[config.mk]
export PLATFORM = sky130hd
export DESIGN_NAME = peak_brightness_level_ramp
export DESIGN_NICKNAME = d
export VERILOG_FILES = /design/src/hdl/pbl_pkg.sv /design/src/hdl/peak_brightness_level_ramp.sv /design/src/hdl/pbl_in_stage.sv /design/src/hdl/pbl_core.sv /design/src/hdl/pbl_out_stage.sv
export VERILOG_INCLUDE_DIRS = /design/src /design/src/hdl
export SDC_FILE = /design/constraint.sdc
export NUM_CORES = 1
export LEC_CHECK = 0
export ABC_AREA = 1
export BUFFER_PORTS_ARGS = -buffer_cell sky130_fd_sc_hd__buf_2
export CAP_MARGIN = 15
export CORE_UTILIZATION = 46
export CTS_BUF_LIST = sky130_fd_sc_hd__clkbuf_2 sky130_fd_sc_hd__clkbuf_4 sky130_fd_sc_hd__clkbuf_8
export CTS_CLUSTER_SIZE = 16
export DETAILED_ROUTE_END_ITERATION = 6
export PLACE_DENSITY = 0.66
export SYNTH_ARGS = -nofsm -noshare
export SYNTH_HDL_FRONTEND = slang
export SYNTH_HIERARCHICAL = 1
export SYNTH_SLANG_ARGS = --single-unit
[constraint.sdc]
create_clock -name clk -period 6.7 [get_ports clk]
set_clock_uncertainty 0.2 [all_clocks]
set_input_delay 0.335 -clock clk [delete_from_list [all_inputs] [get_ports clk]]
set_output_delay 0.335 -clock clk [all_outputs]
set_load 0.1 [all_outputs]
[src/hdl/assert_macros.svh]
// Assertion macros for the peak-brightness ramp RTL.
`ifndef ASSERT_MACROS_SVH
`define ASSERT_MACROS_SVH

// Check a property on every rising clock edge outside reset.
`define PBL_ASSERT(label, prop, msg) \
	label: assert property (@(posedge clk) disable iff (!arst_n) (prop)) else $error(msg);

// Check that a condition in one cycle implies a consequence in the next.
`define PBL_ASSERT_NEXT(label, cond, cons, msg) \
	label: assert property (@(posedge clk) disable iff (!arst_n) (cond) |=> (cons)) \
		else $error(msg);

`endif

[src/hdl/pbl_pkg.sv]
// Types, codes and the level ROM of the peak-brightness ramp.
package pbl_pkg;

	localparam int LEVEL_COUNT_DEF = 31;
	localparam int LEVEL_W_MAX     = 6;
	localparam int ROM_DEPTH       = 31;

	localparam logic [15:0] INTERVAL_RESET = 16'd1000;

	localparam logic [1:0] KIND_TICK   = 2'd0;
	localparam logic [1:0] KIND_REQ    = 2'd1;
	localparam logic [1:0] KIND_STATUS = 2'd2;
	localparam logic [1:0] KIND_ENABLE = 2'd3;

	localparam logic RES_LEVEL  = 1'b0;
	localparam logic RES_STATUS = 1'b1;

	localparam logic [7:0] REQ_ALLOWED = 8'h11;
	localparam logic [7:0] STATUS_DONE = 8'h04;

	typedef struct packed {
		logic [1:0] kind;
		logic [7:0] request_byte;
		logic       enable_value;
		logic       panel_ready;
		logic       recovery_pending;
		logic       super_bright_mode;
	} pbl_item_t;

	typedef struct packed {
		logic        result_kind;
		logic [4:0]  level;
		logic [15:0] delta_y_max_word;
		logic [15:0] gray_voltage_word;
		logic [7:0]  status_byte;
	} pbl_result_t;

	// {delta_y_max, gray_voltage} per level
	localparam logic [31:0] LEVEL_ROM [ROM_DEPTH] = '{
		{16'h19, 16'h110}, {16'h1A, 16'h10D}, {16'h1B, 16'h10B}, {16'h1C, 16'h109},
		{16'h1E, 16'h107}, {16'h1F, 16'h105}, {16'h20, 16'h103}, {16'h22, 16'h101},
		{16'h23, 16'h0FF}, {16'h24, 16'h0FD}, {16'h26, 16'h0FB}, {16'h27, 16'h0F8},
		{16'h28, 16'h0F6}, {16'h29, 16'h0F4}, {16'h2B, 16'h0F2}, {16'h2C, 16'h0F0},
		{16'h2D, 16'h0EE}, {16'h2F, 16'h0EC}, {16'h30, 16'h0EA}, {16'h31, 16'h0E8},
		{16'h33, 16'h0E6}, {16'h34, 16'h0E3}, {16'h35, 16'h0E1}, {16'h36, 16'h0DF},
		{16'h38, 16'h0DD}, {16'h39, 16'h0DB}, {16'h3A, 16'h0D9}, {16'h3C, 16'h0D7},
		{16'h3D, 16'h0D5}, {16'h3E, 16'h0D3}, {16'h40, 16'h0D1}
	};

	// Saturate levels past the table at its last entry.
	function automatic logic [31:0] rom_lookup(input logic [LEVEL_W_MAX-1:0] lvl);
		logic [4:0] idx;
		idx = (lvl >= LEVEL_W_MAX'(ROM_DEPTH)) ? 5'(ROM_DEPTH - 1) : lvl[4:0];
		return LEVEL_ROM[idx];
	endfunction

endpackage

[src/hdl/peak_brightness_level_ramp.sv]
// Top level of the peak-brightness level ramp.
//
//  channel | signals                          | direction | word
//  --------+----------------------------------+-----------+------------------------------
//  in      | in_valid, in_stall               | into      | kind, request_byte, flags
//  out     | out_valid, out_stall             | out of    | result_kind, level, words,
//          |                                  |           | status_byte
//  cfg     | cfg_valid, cfg_ready, cfg_data   | into      | step interval in ticks
//
// Each input word is held in the input register, is evaluated there by the
// state update logic, and any result lands in the result register when the word
// commits: one word per cycle sustained while the output does not stall.
// Reset (arst_n low) clears the level, target, last request byte, schedule and
// enable, and sets the step interval to 1000 ticks. A stalled result only holds
// the input register when the word there would produce a result; other words drain.
// The configuration port is always ready.
module peak_brightness_level_ramp
	import pbl_pkg::*;
#(
	parameter int LEVEL_COUNT = LEVEL_COUNT_DEF
) (
	input  logic        clk,
	input  logic        arst_n,
	input  logic        cfg_valid,
	output logic        cfg_ready,
	input  logic [15:0] cfg_data,
	input  logic        in_valid,
	output logic        in_stall,
	input  logic [1:0]  kind,
	input  logic [7:0]  request_byte,
	input  logic        enable_value,
	input  logic        panel_ready,
	input  logic        recovery_pending,
	input  logic        super_bright_mode,
	output logic        out_valid,
	input  logic        out_stall,
	output logic        result_kind,
	output logic [4:0]  level,
	output logic [15:0] delta_y_max_word,
	output logic [15:0] gray_voltage_word,
	output logic [7:0]  status_byte
);

	pbl_item_t   in_item, item_s1;
	pbl_result_t res, res_q;
	logic        valid_s1, advance, res_valid, out_free;

	// Configuration must only be written while idle (the user's duty; the block does not enforce it), so take it at once.
	assign cfg_ready = 1'b1;

	assign in_item = '{
		kind:              kind,
		request_byte:      request_byte,
		enable_value:      enable_value,
		panel_ready:       panel_ready,
		recovery_pending:  recovery_pending,
		super_bright_mode: super_bright_mode
	};

	// Hold the input word while its result cannot move into the output register.
	pbl_in_stage u_in (
		.clk      (clk),
		.arst_n   (arst_n),
		.in_valid (in_valid),
		.in_item  (in_item),
		.advance  (advance),
		.stall_up (in_stall),
		.valid_s1 (valid_s1),
		.item_s1  (item_s1)
	);

	// Evaluate the held word against the level state; advance commits it.
	pbl_core #(
		.LEVEL_COUNT (LEVEL_COUNT)
	) u_core (
		.clk       (clk),
		.arst_n    (arst_n),
		.cfg_we    (cfg_valid && cfg_ready),
		.cfg_data  (cfg_data),
		.valid_s1  (valid_s1),
		.item_s1   (item_s1),
		.out_free  (out_free),
		.advance   (advance),
		.res_valid (res_valid),
		.res       (res)
	);

	// Capture a result word only when the held word commits.
	pbl_out_stage u_out (
		.clk       (clk),
		.arst_n    (arst_n),
		.take      (advance && res_valid),
		.res       (res),
		.out_stall (out_stall),
		.out_free  (out_free),
		.out_valid (out_valid),
		.res_q     (res_q)
	);

	assign result_kind       = res_q.result_kind;
	assign level             = res_q.level;
	assign delta_y_max_word  = res_q.delta_y_max_word;
	assign gray_voltage_word = res_q.gray_voltage_word;
	assign status_byte       = res_q.status_byte;

endmodule

[src/hdl/pbl_in_stage.sv]
// Input register of the peak-brightness ramp.
module pbl_in_stage
	import pbl_pkg::*;
(
	input  logic      clk,
	input  logic      arst_n,
	input  logic      in_valid,
	input  pbl_item_t in_item,
	input  logic      advance,
	output logic      stall_up,
	output logic      valid_s1,
	output pbl_item_t item_s1
);

	logic load;

	assign stall_up = valid_s1 && !advance;
	assign load     = !valid_s1 || advance;

	always_ff @(posedge clk or negedge arst_n) begin
		if (!arst_n) begin
			valid_s1 <= 1'b0;
		end else if (load) begin
			valid_s1 <= in_valid;
		end
	end

	always_ff @(posedge clk) begin
		if (load && in_valid) begin
			item_s1 <= in_item;
		end
	end

endmodule

[src/hdl/pbl_core.sv]
// Level state, ramp schedule and the per-word update logic.
module pbl_core
	import pbl_pkg::*;
#(
	parameter int LEVEL_COUNT = LEVEL_COUNT_DEF
) (
	input  logic        clk,
	input  logic        arst_n,
	input  logic        cfg_we,
	input  logic [15:0] cfg_data,
	input  logic        valid_s1,
	input  pbl_item_t   item_s1,
	input  logic        out_free,
	output logic        advance,
	output logic        res_valid,
	output pbl_result_t res
);
	`include "assert_macros.svh"

	localparam int LW = (LEVEL_COUNT > 1) ? $clog2(LEVEL_COUNT) : 1;
	localparam logic [LW-1:0] TOP = LW'(LEVEL_COUNT - 1);

	logic [15:0]   interval_q;
	logic [LW-1:0] cur_q, cur_n;
	logic [LW-1:0] tgt_q, tgt_n;
	logic [7:0]    last_q, last_n;
	logic          fe_q, fe_n;
	logic          pend_q, pend_n;
	logic [15:0]   ticks_q, ticks_n;

	logic          gate, req_ok, do_step, lvl_write;
	logic [LW-1:0] req_tgt, step_tgt, stepped;
	logic [15:0]   ivl_eff;
	logic [31:0]   rom_word;

	function automatic logic [4:0] rom_level(input logic [LW-1:0] lvl);
		logic [LEVEL_W_MAX-1:0] wide;
		wide = LEVEL_W_MAX'(lvl);
		return wide[4:0];
	endfunction

	assign gate = item_s1.panel_ready && !item_s1.recovery_pending && fe_q
		&& item_s1.super_bright_mode;
	assign req_ok   = (item_s1.request_byte & ~REQ_ALLOWED) == 8'h00;
	assign req_tgt  = item_s1.request_byte[4] ? TOP : '0;
	assign step_tgt = (item_s1.kind == KIND_REQ) ? req_tgt : tgt_q;
	assign stepped  = (cur_q > step_tgt) ? cur_q - 1'b1 : cur_q + 1'b1;
	assign ivl_eff  = (interval_q == 16'd0) ? 16'd1 : interval_q;

	always_comb begin
		cur_n     = cur_q;
		tgt_n     = tgt_q;
		last_n    = last_q;
		fe_n      = fe_q;
		pend_n    = pend_q;
		ticks_n   = ticks_q;
		do_step   = 1'b0;
		lvl_write = 1'b0;
		res_valid = 1'b0;
		res       = '0;
		rom_word  = '0;
		case (item_s1.kind)
			KIND_TICK: begin
				if (pend_q) begin
					if (ticks_q > 16'd1) begin
						ticks_n = ticks_q - 16'd1;
					end else begin
						ticks_n = '0;
						pend_n  = 1'b0;
						do_step = (cur_q != tgt_q) && gate;
					end
				end
			end
			KIND_REQ: begin
				if (req_ok && gate) begin
					tgt_n  = req_tgt;
					last_n = item_s1.request_byte;
					if (cur_q != req_tgt) begin
						pend_n  = 1'b0;
						ticks_n = '0;
						if (item_s1.request_byte[0]) begin
							do_step = 1'b1;
						end else begin
							cur_n     = req_tgt;
							lvl_write = 1'b1;
						end
					end
				end
			end
			KIND_STATUS: begin
				res_valid       = 1'b1;
				res.result_kind = RES_STATUS;
				res.status_byte = last_q | ((cur_q == tgt_q) ? STATUS_DONE : 8'h00);
			end
			KIND_ENABLE: begin
				if (item_s1.enable_value != fe_q) begin
					fe_n    = item_s1.enable_value;
					cur_n   = '0;
					tgt_n   = '0;
					pend_n  = 1'b0;
					ticks_n = '0;
				end
			end
			default: ;
		endcase
		// One step toward the target, then schedule the next unless the target is reached.
		if (do_step) begin
			cur_n     = stepped;
			pend_n    = stepped != step_tgt;
			ticks_n   = (stepped != step_tgt) ? ivl_eff : 16'd0;
			lvl_write = 1'b1;
		end
		if (lvl_write) begin
			rom_word              = rom_lookup(LEVEL_W_MAX'(cur_n));
			res_valid             = 1'b1;
			res.result_kind       = RES_LEVEL;
			res.level             = rom_level(cur_n);
			res.delta_y_max_word  = rom_word[31:16];
			res.gray_voltage_word = rom_word[15:0];
		end
	end

	assign advance  = valid_s1 && (!res_valid || out_free);

	always_ff @(posedge clk or negedge arst_n) begin
		if (!arst_n) begin
			interval_q <= INTERVAL_RESET;
		end else if (cfg_we) begin
			interval_q <= cfg_data;
		end
	end

	always_ff @(posedge clk or negedge arst_n) begin
		if (!arst_n) begin
			cur_q   <= '0;
			tgt_q   <= '0;
			last_q  <= '0;
			fe_q    <= 1'b0;
			pend_q  <= 1'b0;
			ticks_q <= '0;
		end else if (advance) begin
			cur_q   <= cur_n;
			tgt_q   <= tgt_n;
			last_q  <= last_n;
			fe_q    <= fe_n;
			pend_q  <= pend_n;
			ticks_q <= ticks_n;
		end
	end

	`PBL_ASSERT(a_level_range, cur_q <= TOP, "level beyond top")
	`PBL_ASSERT(a_target_ends, (tgt_q == TOP) || (tgt_q == '0), "target not an end level")
	`PBL_ASSERT(a_pend_ticks, pend_q == (ticks_q != 16'd0), "schedule and count disagree")
	`PBL_ASSERT_NEXT(a_enable_clear,
		advance && item_s1.kind == KIND_ENABLE && item_s1.enable_value != fe_q,
		cur_q == '0 && tgt_q == '0 && !pend_q, "enable change did not clear level")

endmodule

[src/hdl/pbl_out_stage.sv]
// Result register of the peak-brightness ramp.
module pbl_out_stage
	import pbl_pkg::*;
(
	input  logic        clk,
	input  logic        arst_n,
	input  logic        take,
	input  pbl_result_t res,
	input  logic        out_stall,
	output logic        out_free,
	output logic        out_valid,
	output pbl_result_t res_q
);

	assign out_free = !out_valid || !out_stall;

	always_ff @(posedge clk or negedge arst_n) begin
		if (!arst_n) begin
			out_valid <= 1'b0;
		end else if (out_free) begin
			out_valid <= take;
		end
	end

	always_ff @(posedge clk) begin
		if (take && out_free) begin
			res_q <= res;
		end
	end

endmodule
# Yosys cells after proc, flatten, opt, wreduce, memory -nomap -nowiden
# Memories as Yosys holds them, arrays and structs flattened. A register that Yosys moved wholly into a read port is not among the register bits.
# Cells that the tools add are included.
dict set report classes {
  add_sub_neg 3
  order_cmp 3
  n_eq_ne 14
  n_mux 43
  bitwise 2
  n_reduce_logical 30
}
# op n
set op_table {}
lappend op_table {{16-bit 2-to-1 mux} 8}
lappend op_table {{5-bit 2-to-1 mux} 11}
lappend op_table {{16-bit one-hot mux with 3 select lines} 1}
lappend op_table {{5-bit one-hot mux with 2 select lines} 2}
lappend op_table {{1-bit 2-to-1 mux} 18}
lappend op_table {{16-bit by 1-bit greater-than comparator with 1-bit output (second input constant)} 1}
lappend op_table {{16-bit logical NOT} 1}
lappend op_table {{16-bit by 1-bit subtractor with 16-bit output (second input constant)} 1}
lappend op_table {{5-bit != test} 3}
lappend op_table {{1-bit logical AND} 10}
lappend op_table {{8-bit logical NOT} 1}
lappend op_table {{8-bit bitwise OR} 1}
lappend op_table {{1-bit logical NOT} 7}
lappend op_table {{3-bit by 1-bit != test with 1-bit output (second input constant)} 2}
lappend op_table {{3-bit by 2-bit != test with 1-bit output (second input constant)} 2}
lappend op_table {{5-bit NOT with 6-bit output} 1}
lappend op_table {{3-bit AND reduction} 2}
lappend op_table {{6-bit AND reduction} 1}
lappend op_table {{5-bit by 1-bit adder with 5-bit output (second input constant)} 1}
lappend op_table {{5-bit == test} 1}
lappend op_table {{5-bit >= comparator (second input constant)} 1}
lappend op_table {{5-bit greater-than comparator} 1}
lappend op_table {{5-bit AND reduction} 1}
lappend op_table {{5-bit by 1-bit subtractor with 5-bit output (second input constant)} 1}
lappend op_table {{other kinds (13)} 16}
dict set report totals {
  ff_bits 82
  rom_bits 1024
  elab_cells 114
  memories 1
}
# memory depth word_bits rd rd_ports_with_merged_regs write_ports line_no
set memory_table {}
lappend memory_table {{(name not given)} 32 32 1 1 0 pbl_pkg.sv:54} ;# return LEVEL_ROM[idx];

# Longest topological paths before layout
# Gate-level depths: netlist (run 1).
dict set report depth {
  depth_word 15
  mapped_depth 31
}

# By module
# The synthesis (run 1) kept the hierarchy.
# mod n_inst cells_per_inst area_each_um2 seq_area_each_um2
set by_module_without_submodules {}
lappend by_module_without_submodules {pbl_core 1 621 4165.2 1208.7}
lappend by_module_without_submodules {pbl_out_stage 1 51 1422.6 1406.3}
lappend by_module_without_submodules {pbl_in_stage 1 21 478.0 445.4}
lappend by_module_without_submodules {peak_brightness_level_ramp 1 4 18.8 0.0}

# Worst setup path after synthesis (run 1)
# Ideal clock, no wire load.
dict set report synth_path {
  path_kind {register -> register}
  startpoint {register u_core.ticks_q[0]}
  endpoint {register u_out/res_q[0] (netlist name)}
  setup_ns 0.464
  arrival_time_ns 3.967
  path_slack_ns 2.069
  stages_incl_launch_ff 18
  period_less_slack_ns 4.631
  path_cell_list {dfrtp_1 inv_1 ha_1 o21ai_1 nor2_1 inv_1 nor2_1 nand2_1 nand2_4 nor2_8 nand2_4 nand2_2 nand2_4 inv_1 nand2_1 inv_1 inv_1 a21oi_1}
}
dict set report synth_via {
  elab_chain_len 11
}
# element line_no
set synth_rtl {}
lappend synth_rtl {{from (decl)} pbl_core.sv:29} ;# logic [15:0] ticks_q, ticks_n;
lappend synth_rtl {{from (signal assigned)} pbl_core.sv:147} ;# ticks_q <= ticks_n;
lappend synth_rtl {{16-bit by 1-bit greater-than comparator with 1-bit output} pbl_core.sv:65} ;# if (ticks_q > 16'd1) begin
lappend synth_rtl {{1-bit 2-to-1 mux} pbl_core.sv:65}
lappend synth_rtl {{1-bit 2-to-1 mux} pbl_core.sv:64} ;# if (pend_q) begin
lappend synth_rtl {{1-bit one-hot mux with 2 select lines} pbl_core.sv:62} ;# case (item_s1.kind)
lappend synth_rtl {{1-bit 2-to-1 mux} pbl_core.sv:107} ;# if (do_step) begin
lappend synth_rtl {{1-bit 2-to-1 mux} pbl_core.sv:113} ;# if (lvl_write) begin
lappend synth_rtl {{net res_valid} peak_brightness_level_ramp.sv:46} ;# logic valid_s1, advance, res_valid, out_free;
lappend synth_rtl {{1-bit logical NOT} pbl_core.sv:123} ;# assign advance = valid_s1 && (!res_valid || out_free);
lappend synth_rtl {{1-bit logical OR} pbl_core.sv:123}
lappend synth_rtl {{1-bit logical AND} pbl_core.sv:123}
lappend synth_rtl {{net advance} peak_brightness_level_ramp.sv:46}
lappend synth_rtl {{1-bit logical AND} peak_brightness_level_ramp.sv:92} ;# .take (advance && res_valid),
lappend synth_rtl {{1-bit logical AND} pbl_out_stage.sv:26} ;# if (take && out_free) begin
# The timed path passes the listed nets, and every way through them passes these cells.
# A chain may end at the register's enable or synchronous reset.

# Worst setup path in the final report (run 1)
dict set report layout_path {
  startpoint {register u_in/item_s1[12] (netlist name)}
  endpoint {register u_out/res_q[25] (netlist name)}
}
dict set report layout_via {
  elab_chain_len 9
  elab_cells_between_ends 23
}
# element
set layout_rtl {}
lappend layout_rtl {{parallel branches: the longest is 9 deep, another holds 5-bit greater-than comparator}}
# Parallel ways; which one is timed is not known.

==> metrics.txt, run 1 <==
status=finished, violations left; failing checks=DRC; CTS Sinks=110; TritonCTS clock tree=built; drt initial violations=357; routed wire length per instance=13.1 µm; area of the core=0.0128 mm²; Syn Std Cell Area=just over 0.006 mm²; synthesized area per cell=8.73 µm²; most used cell along the critical path=nand2_1; Root Driver=clkbuf_8; CP max-delay cell=edfxtp_1; maximum vdd drop=0.000161 V; First-pass DRT Iterations=7; # fillers=1,168; worst hold-check path type=in2reg; Max Transition Viols Final=0; CP Data Required Time=just under 7 ns; RSZ-0062 raised after global routing=no; final hold violation count=0; max-cap viol count=0; Clock transition at path regs=0.12 ns; FFs w/ async S/R, synth=0.455; setup slack, reg-to-reg=2.10 ns; commonest non-fill, non-tap cells in the layout=nand2_1 (167), inv_1 (82), buf_2 (82); flops & latches, synth=110; PwrDens=258 mW/mm²; YS warnings=6; EDFF count, synth=60; Yosys cell types=50; R2R cell count=27; die height=around 120 µm; Rel. slew slack=0.428; Crit. End Element=flip-flop; total grt overflow=0; Layout Nets=857; routed via count=4,818; layout cells sized above 1=0.215; Area after DPL=0.00658 mm²; Inst Count DP=roughly 940; minimum clock period=4.60 ns; Initial Util=0.476; Worst-Skew Late Latency=0.40 ns; post-layout util=0.555; crit path launch=u_in/item_s1[12]; overall routing resource usage=0.208; CP Class=reg2reg; Final setup viols=0; vias in the first global route=4,638; largest net degree at the start of global routing=51; Crit path depth=27; Post-Synthesis Cells=697; Worst Max-Slew Pin Slew=0.858 ns; hold-critical path depth=3; Pwr Total=1.83 mW; DRC violations left=10; sequential-to-total area share from yosys stat=0.503; Num CTS Buffers=9; Main synth FF type=edfxtp_1; Antenna Nets Post-Route=0; CP endpoint=u_out/res_q[25]; die area=0.0137 mm²; Vias/cell=just under 5; worst-path maximum fanout=12; fmax=217 MHz; setup TNS after final layout=0 ns; Gates resized, CTS repair=0; Detailed Place HPWL=~9500 µm; Finished Layout Cells=986; reg2reg start=u_in/item_s1[12]; IO buf count=82; register area=just over 0.003 mm²; Post-Route WL=around 13,000 µm; critical path startpoint category=flip-flop; commonest non-fill, non-tap cell in the layout=nand2_1; Final Cycle Share=0.686; Rows=41; reg2reg end=u_out/res_q[25]; leakage power=between 3 and 4 nW; critical path's top delay family=simple AND/OR/NAND/NOR gates; WP data arrival=4.66 ns; synthesis-to-layout area growth=16.6%; Die X=between 100 and 150 µm; deepest clock path buffer count=2; area of the multi-input gates=0.00251 mm²; antenna cells=0; H-Tree Depth=3; post-route cell area=between 0.007 and 0.008 mm²; first-pass GRT wire length=~22,000 µm; RD Place Congestion=between 0.8 and 0.9; antenna violations before repair=0; worst path bufs/invs=3; I/O pin cnt=84; Worst path max stage delay=0.55 ns
cells in the mapped netlist, types with 5 or more instances:
master | count | area [µm²]
a21oi_1 | 20 | 100
buf_4 | 20 | 150
dfrtp_1 | 44 | 1100
dfstp_2 | 6 | 158
edfxtp_1 | 60 | 1800
ha_1 | 12 | 150
inv_1 | 82 | 308
inv_2 | 6 | 22.5
nand2_1 | 167 | 627
nand2_2 | 18 | 113
nand2_4 | 6 | 67.6
nand3_1 | 38 | 190
nor2_1 | 66 | 248
nor2_2 | 9 | 56.3
nor2_4 | 5 | 56.3
nor3_1 | 8 | 40.0
nor4_1 | 5 | 31.3
o21ai_0 | 52 | 260
o21ai_2 | 9 | 78.8
xnor2_1 | 5 | 43.8
xor2_1 | 9 | 78.8
state kept, by name, indices dropped and copies added (netlist names), 5 cells and up:
register,flops
u_out/res_q,46
u_core/interval_q,16
u_core/ticks_q,16
u_in/item_s1,14
u_core/last_q,8
u_core/cur_q,5
power breakdown:
group          internal [mW]  switching [mW]  total [mW]
Sequential             0.786          0.0571       0.843
Combinational          0.199           0.387       0.586
Clock                  0.150           0.249       0.399
cell type report:
type / count / area share
inverter: 92 / 0.0501
tap: 172 / 0.0303
timing repair buffer: 117 / 0.106
clock buffer: 10 / 0.0185
clock inverter: 6 / 0.00882
multi-input combinational: 479 / 0.355
sequential: 110 / 0.431
metrics by stage:
step / hold WS, ns / setup slack (ns)
2_1_floorplan: -0.161 / 2.07
3_3_place_gp: 0.250 / 2.27
3_5_place_dp: 0.252 / 2.17
4_1_cts: 0.000605 / 2.14
5_1_grt: 0.0294 / 1.64
6_report: 0.0309 / 2.10
worst min-delay path: stages:
cell	delay, ns
buf_2	0.13
nand2_1	0.08
nand2_1	0.05
metal layers:
layer,vias up,part of all wire,global-route usage,routed length [µm]
met1,2234,0.49,0.282,6290
li1,2441,-,-,-
met5,-,0,0,0
met3,12,0.046,0.0402,597
met4,0,0.014,0.0684,180
met2,131,0.45,0.338,5890
cell families (layout without fill, tap and decap cells):
group / after synthesis / count (layout) / share of synthesized area
AOI/OAI and AO/OA: 99 / 99 / 0.0940
xor gates and xnor gates: 14 / 14 / 0.0202
adders and majority gates: 13 / 13 / 0.0280
buffers and inverters: 123 / 225 / 0.0948
DFF: 110 / 110 / 0.503
muxes: 2 / 2 / 0.00350
other: 2 / 17 / 0.00123
and+or+nand+nor: 334 / 334 / 0.255
repair_timing:
action,in CTS,in global routing
endpoints found under the hold margin,75,0
buffers inserted,0,0
hold buffers,32,0
how the worst min path moves through the flow:
stage,startpoint,to
6_report,out_stall,u_out/out_valid
5_1_grt,out_stall,u_out/out_valid
4_1_cts,out_stall,u_out/out_valid
3_5_place_dp,u_core/last_q[7],u_core/last_q[7]
3_3_place_gp,u_core/last_q[7],u_core/last_q[7]
2_1_floorplan,arst_n,u_core/cur_q[0]
Note: power is estimated with default switching activity, not from simulation.
==> run 2, diff against run 1 <==
--- a/config.mk
+++ b/config.mk
@@ -13,7 +13,7 @@
 export CTS_BUF_LIST = sky130_fd_sc_hd__clkbuf_2 sky130_fd_sc_hd__clkbuf_4 sky130_fd_sc_hd__clkbuf_8
 export CTS_CLUSTER_SIZE = 16
 export DETAILED_ROUTE_END_ITERATION = 6
-export PLACE_DENSITY = 0.66
+export PLACE_DENSITY = 0.69
 export SYNTH_ARGS = -nofsm -noshare
 export SYNTH_HDL_FRONTEND = slang
 export SYNTH_HIERARCHICAL = 1
==> constraint.sdc (replaced) <==
create_clock -name clk -period 3.8 [get_ports clk]
set_clock_uncertainty 0.2 [all_clocks]
set_input_delay 0.19 -clock clk [delete_from_list [all_inputs] [get_ports clk]]
set_output_delay 0.19 -clock clk [all_outputs]
set_load 0.1 [all_outputs]
==> run 2 against run 1 <==
The flow finishes with violations (setup timing). Non-clock buffer count up 36. Via count grew 5.7%. Global-route usage rose by 0.52 points. Die area stayed put. Clock-buffer cell count increased by 1. Wire length grew 5.4%. Hold slack worse by 0.0094 ns. Maximum frequency is 20% higher.
==> metrics.txt, run 2 (synthesis results as in run 1) <==
leakage power=3.50 nW (+5.6%); Root Driver=clkbuf_8; Antenna Nets Post-Route=0 (unchanged); Post-Route WL=13,700 µm (+5.4%); minimum clock period=3.83 ns (-0.771 ns); Crit. End Element=flip-flop; maximum vdd drop=0.000205 V (+27%); Worst Max-Slew Pin Slew=0.658 ns (-0.200 ns); failing checks=setup timing; Vias/cell=4.98 (+1.9%); die area=0.0137 mm² (unchanged); max FFs per register=46 (unchanged); deepest clock path buffer count=2 (unchanged); CTS Sinks=110 (unchanged); RD Place Congestion=0.934 (+8.6%); CP Data Required Time=3.75 ns (-3.01 ns); die height=117 µm (unchanged); Largest Register=u_out/res_q; I/O pin cnt=84 (unchanged); TritonCTS clock tree=built; post-layout worst setup margin=-0.0275 ns (-2.13 ns); Area after DPL=0.00682 mm² (+3.6%); routed via count=5,091 (+5.7%); critical path startpoint category=flip-flop; layout cells sized above 1=0.285 (+0.0697); routed wire length per instance=13.4 µm (+1.7%); Fin Hold WS=0.0215 ns (-0.00944 ns); H-Tree Depth=3 (unchanged); antenna cells=0 (unchanged); first-pass GRT wire length=22,300 µm (+2.0%); PwrDens=423 mW/mm² (+64%); RSZ-0062 raised after global routing=yes; total grt overflow=0 (unchanged); antenna violations before repair=0 (unchanged); CP Class=reg2reg; final hold violation count=0 (unchanged); Rel. slew slack=0.561 (+0.133); Clock transition at path regs=0.10 ns (-0.02 ns); DRC violations left=0 (-10); fmax=261 MHz (+20%); Num CTS Buffers=9 (unchanged); worst hold-check path type=in2reg; vias in the first global route=4,885 (+5.3%); overall routing resource usage=0.214 (+0.00518); Die X=117 µm (unchanged); synthesis-to-layout area growth=24.4%; pre-CTS setup slack=-0.167 ns (-2.33 ns); First-pass DRT Iterations=5 (-2); area of the core=0.0128 mm² (unchanged); commonest non-fill, non-tap cell in the layout=nand2_1; status=finished, violations left; commonest non-fill, non-tap cells in the layout=nand2_1 (158), buf_2 (82), inv_1 (78); Detailed Place HPWL=9760 µm (+2.9%); largest registers=u_out/res_q (46), u_core/interval_q (16), u_core/ticks_q (16); Final Cycle Share=1.01 (+0.321); Final setup viols=4 (+4); Initial Util=0.476 (unchanged); largest net degree at the start of global routing=51 (unchanged); WP data arrival=3.77 ns (-0.89 ns); drt initial violations=288 (-19%); Max Transition Viols Final=0 (unchanged); Rows=41 (unchanged); Worst-Skew Late Latency=0.39 ns (about the same); IO buf count=82 (unchanged); post-route cell area=0.00757 mm² (+6.7%); worst-path maximum fanout=4 (-8); Layout Nets=893 (+4.2%); max-cap viol count=0 (unchanged)
-- run 2: final cells by class --
cell class,count,area [µm²]
multi-input combinational,479,2720
tap,172,215
inverter,92,363
timing repair buffer,153,1040
fill,1151,5210
clock inverter,5,35.0
clock buffer,11,139
sequential,110,3060
-- run 2: per-layer routing --
layer  wire length (µm)  up-vias  global-route usage
li1                   -     2515                   -
met1               6260     2400               0.275
met2               6460      151               0.357
met3                609       25              0.0314
met4                326        0              0.0996
met5                  0        -                   0
-- run 2: worst paths after layout --
path | from | endpoint | slack, ns | depth (start not counted)
max | u_in/item_s1[13] | u_out/res_q[24] | -0.03 | 27
min | cfg_valid | u_core/interval_q[8] | 0.02 | 3
max reg2reg | u_in/item_s1[13] | u_out/res_q[24] | -0.03 | 27
min reg2reg | u_core/last_q[2] | u_core/last_q[2] | 0.28 | 2
max in group asynchronous | arst_n | u_core/last_q[0] | 2.70 | 3
min in group asynchronous | arst_n | u_core/fe_q | 0.24 | 3
-- run 2: repair_timing --
action	4_1_cts	5_1_grt
resized for setup	17	23
setup buffers	6	1
hold endpoints to repair	76	0
pin swaps	25	20
hold buffers	37	0
endpoints found under the setup margin	7	29
-- run 2: critical path: stages, from the launching register on --
cell	delay, ns
edfxtp_1	0.48
nor2_8	0.16
nand2_4	0.07
o21ai_4	0.07
ha_4	0.23
a21oi_4	0.13
nand2_2	0.07
nand2_2	0.08
nand2_4	0.06
fa_2	0.35
nand3b_1	0.18
nand2_2	0.11
xor2_2	0.14
inv_1	0.05
nand2_1	0.07
nand2_2	0.05
nand2_2	0.07
nand2_4	0.05
nor2_4	0.08
nand2_2	0.08
nand2_4	0.10
inv_6	0.05
ha_4	0.29
inv_2	0.04
nand2_2	0.07
nand3_2	0.07
nand3_1	0.10
nand2_1	0.05
-- run 2: where the power goes --
| group | switching [mW] | internal [mW] | total (mW) |
|---|---|---|---|
| clock | 0.392 | 0.256 | 0.648 |
| sequential | 0.0973 | 1.38 | 1.48 |
| combinational | 0.701 | 0.369 | 1.07 |
-- run 2: metrics by stage --
step                      std cells  utilization  power [mW]  TNS, ns
after floorplan                 712            -        2.32   -0.229
after global placement          962        0.534        2.50        0
after detailed placement        962        0.534        2.53   -0.677
after CTS                      1021        0.585        3.22   -0.516
after global routing           1022        0.592        3.42    -1.85
final                          1022        0.592        3.20  -0.0762
==> run 3, diff against run 2 <==
--- a/config.mk
+++ b/config.mk
@@ -9,6 +9,7 @@
 export ABC_AREA = 1
 export BUFFER_PORTS_ARGS = -buffer_cell sky130_fd_sc_hd__buf_2
 export CAP_MARGIN = 15
+export CORE_MARGIN = 3
 export CORE_UTILIZATION = 46
 export CTS_BUF_LIST = sky130_fd_sc_hd__clkbuf_2 sky130_fd_sc_hd__clkbuf_4 sky130_fd_sc_hd__clkbuf_8
 export CTS_CLUSTER_SIZE = 16
==> run 3 against run 2 <==
Critical path type unchanged. Highest routed layer unchanged. Die area increased by 7.0%. Critical path depth unchanged. The run still ends with setup timing left. First-iteration DRC count is 27% higher.
==> metrics.txt, run 3 (synthesis results as in run 1) <==
Pwr Total=3.29 mW (+2.9%); die area=0.0146 mm² (+7.0%); CP Data Required Time=3.73 ns (-0.02 ns); post-route cell area=0.00758 mm² (+0.17%); Rows=41 (unchanged); total grt overflow=0 (unchanged); Largest Register=u_out/res_q; synthesis-to-layout area growth=24.6%; Antenna Nets Post-Route=0 (unchanged); reg2reg end=u_out/res_q[26]; Post-Route WL=13,900 µm (+1.8%); minimum clock period=3.85 ns (+0.0270 ns); max-cap viol count=0 (unchanged); RD Place Congestion=0.906 (-3.0%); die height=121 µm (+3.4%); deepest clock path buffer count=2 (unchanged); RSZ-0062 raised after global routing=yes; Final setup viols=3 (-1); Max Transition Viols Final=0 (unchanged); Net Sw Frac=0.366 (-0.00615); DRC violations left=0 (unchanged); reg2reg start=u_in/item_s1[13]; worst-path maximum fanout=4 (unchanged); drt initial violations=366 (+27%); maximum vdd drop=0.000274 V (+33%); CP Class=reg2reg; routed via count=5,083 (-0.16%); TritonCTS clock tree=built; fmax=259 MHz (-0.70%); pre-CTS setup slack=-0.120 ns (+0.0475 ns); layout cells sized above 1=0.280 (-0.00433); hold path startpoint=cfg_valid; failing checks=setup timing; Inst Count DP=963 (+0.10%); first-pass GRT wire length=23,200 µm (+4.1%); leakage power=3.54 nW (+1.1%); vias in the first global route=4,971 (+1.8%); WP data arrival=3.79 ns (+0.02 ns); Final Cycle Share=1.01 (+0.00710); Area after DPL=0.00682 mm² (+0.11%); antenna cells=0 (unchanged); Vias/cell=4.94 (-0.74%); clock network power share=0.222 (+0.020); Num CTS Buffers=9 (unchanged); worst hold-check path type=in2reg; setup slack, reg-to-reg=-0.05 ns (-0.03 ns); Logic pwr share=0.328 (-0.006); Worst-Skew Late Latency=0.38 ns (about the same); CP max-delay cell=edfxtp_1; H-Tree Depth=3 (unchanged); Root Driver=clkbuf_8; Cell Int Power=2.09 mW (+3.9%); Crit. End Element=flip-flop; Clock transition at path regs=0.10 ns (about the same); commonest non-fill, non-tap cells in the layout=nand2_1 (162), buf_2 (82), inv_1 (79); met1 GRT Util=0.271 (-0.00429); Finished Layout Cells=1,028 (+0.59%); met2 global-route usage=0.316 (-0.0409); Layout Nets=899 (+0.67%); area of the core=0.0128 mm² (unchanged); Die X=121 µm (+3.4%); routed wire length per instance=13.5 µm (+1.2%); overall routing resource usage=0.198 (-0.0153); M3 GR Usage=0.0415 (+0.0101); PwrDens=434 mW/mm² (+2.7%); post-layout worst setup margin=-0.0545 ns (-0.0270 ns); largest registers=u_out/res_q (46), u_core/interval_q (16), u_core/ticks_q (16); First-pass DRT Iterations=5 (unchanged); IO buf count=82 (unchanged); I/O pin cnt=84 (unchanged); GR peak layer=met2; antenna violations before repair=0 (unchanged); Rel. slew slack=0.575 (+0.0137); largest net degree at the start of global routing=51 (unchanged); R2R cell count=27 (unchanged); NetSw=1.20 mW (+1.2%); hold-critical path depth=3 (unchanged); CTS Sinks=110 (unchanged); Worst path max stage delay=0.47 ns (about the same); Initial Util=0.476 (unchanged); max FFs per register=46 (unchanged); critical path startpoint category=flip-flop; Sequential Power Share=0.450 (-0.013); worst hold endpoint=u_core/interval_q[3]; final hold violation count=0 (unchanged); commonest non-fill, non-tap cell in the layout=nand2_1; Worst Max-Slew Pin Slew=0.637 ns (-0.0206 ns); Fin Hold WS=0.0214 ns (-0.0000718 ns); status=finished, violations left; Detailed Place HPWL=9900 µm (+1.5%)
[run 3: through the flow]
step	setup TNS, ns	utilization
after detailed placement	-0.515	0.534
final	-0.126	0.593
after floorplan	-0.229	-
after CTS	-0.0803	0.586
after global placement	0	0.534
after global routing	-3.14	0.593
[run 3: power groups by stage]
stage	combinational, mW	clock [mW]	sequential, mW
global route	1.21	0.814	1.49
floorplan	0.697	0	1.63
CTS	1.07	0.760	1.48
global placement	1.00	0	1.50
finish	1.08	0.731	1.48
detailed placement	1.03	0	1.50
[run 3: final cells by class]
| cell class | count | area, µm² |
|---|---|---|
| Fill cell | 1135 | 5190 |
| Timing Repair Buffer | 159 | 1070 |
| Clock buffer | 10 | 138 |
| Clock inverter | 6 | 76.3 |
| Sequential cell | 110 | 3060 |
| Multi-Input combinational cell | 479 | 2660 |
| Inverter | 92 | 358 |
| Tap cell | 172 | 215 |
[run 3: worst max-delay path: cells and delay by family, from the launching register on]
family	cells	cell delay, ns
compound gates	3	0.28
xor+xnor	1	0.15
fa+ha+maj	3	0.72
buf+inv	3	0.17
flops	1	0.47
simple gates	17	1.62
[run 3: worst max-delay path by stage]
| stage | start | to | depth (start not counted) |
|---|---|---|---|
| after floorplan | u_in/item_s1[13] | u_out/res_q[26] | 27 |
| after global placement | u_in/item_s1[12] | u_out/res_q[25] | 28 |
| after detailed placement | u_in/item_s1[12] | u_out/res_q[25] | 28 |
| after CTS | u_in/item_s1[13] | u_out/res_q[26] | 27 |
| after global routing | u_in/item_s1[13] | u_out/res_q[25] | 26 |
| final | u_in/item_s1[13] | u_out/res_q[26] | 27 |
[run 3: per-layer routing]
layer,share of wire,vias up
li1,-,2529
met1,0.45,2351
met2,0.46,175
met3,0.062,28
met4,0.022,0
met5,0,-
[run 3: repair_timing]
action	4_1_cts	5_1_grt
setup endpoints to repair	8	27
pin swaps	16	10
hold buffers	34	0
buffers inserted	11	4
hold endpoints to repair	76	0
gates resized for setup	7	15
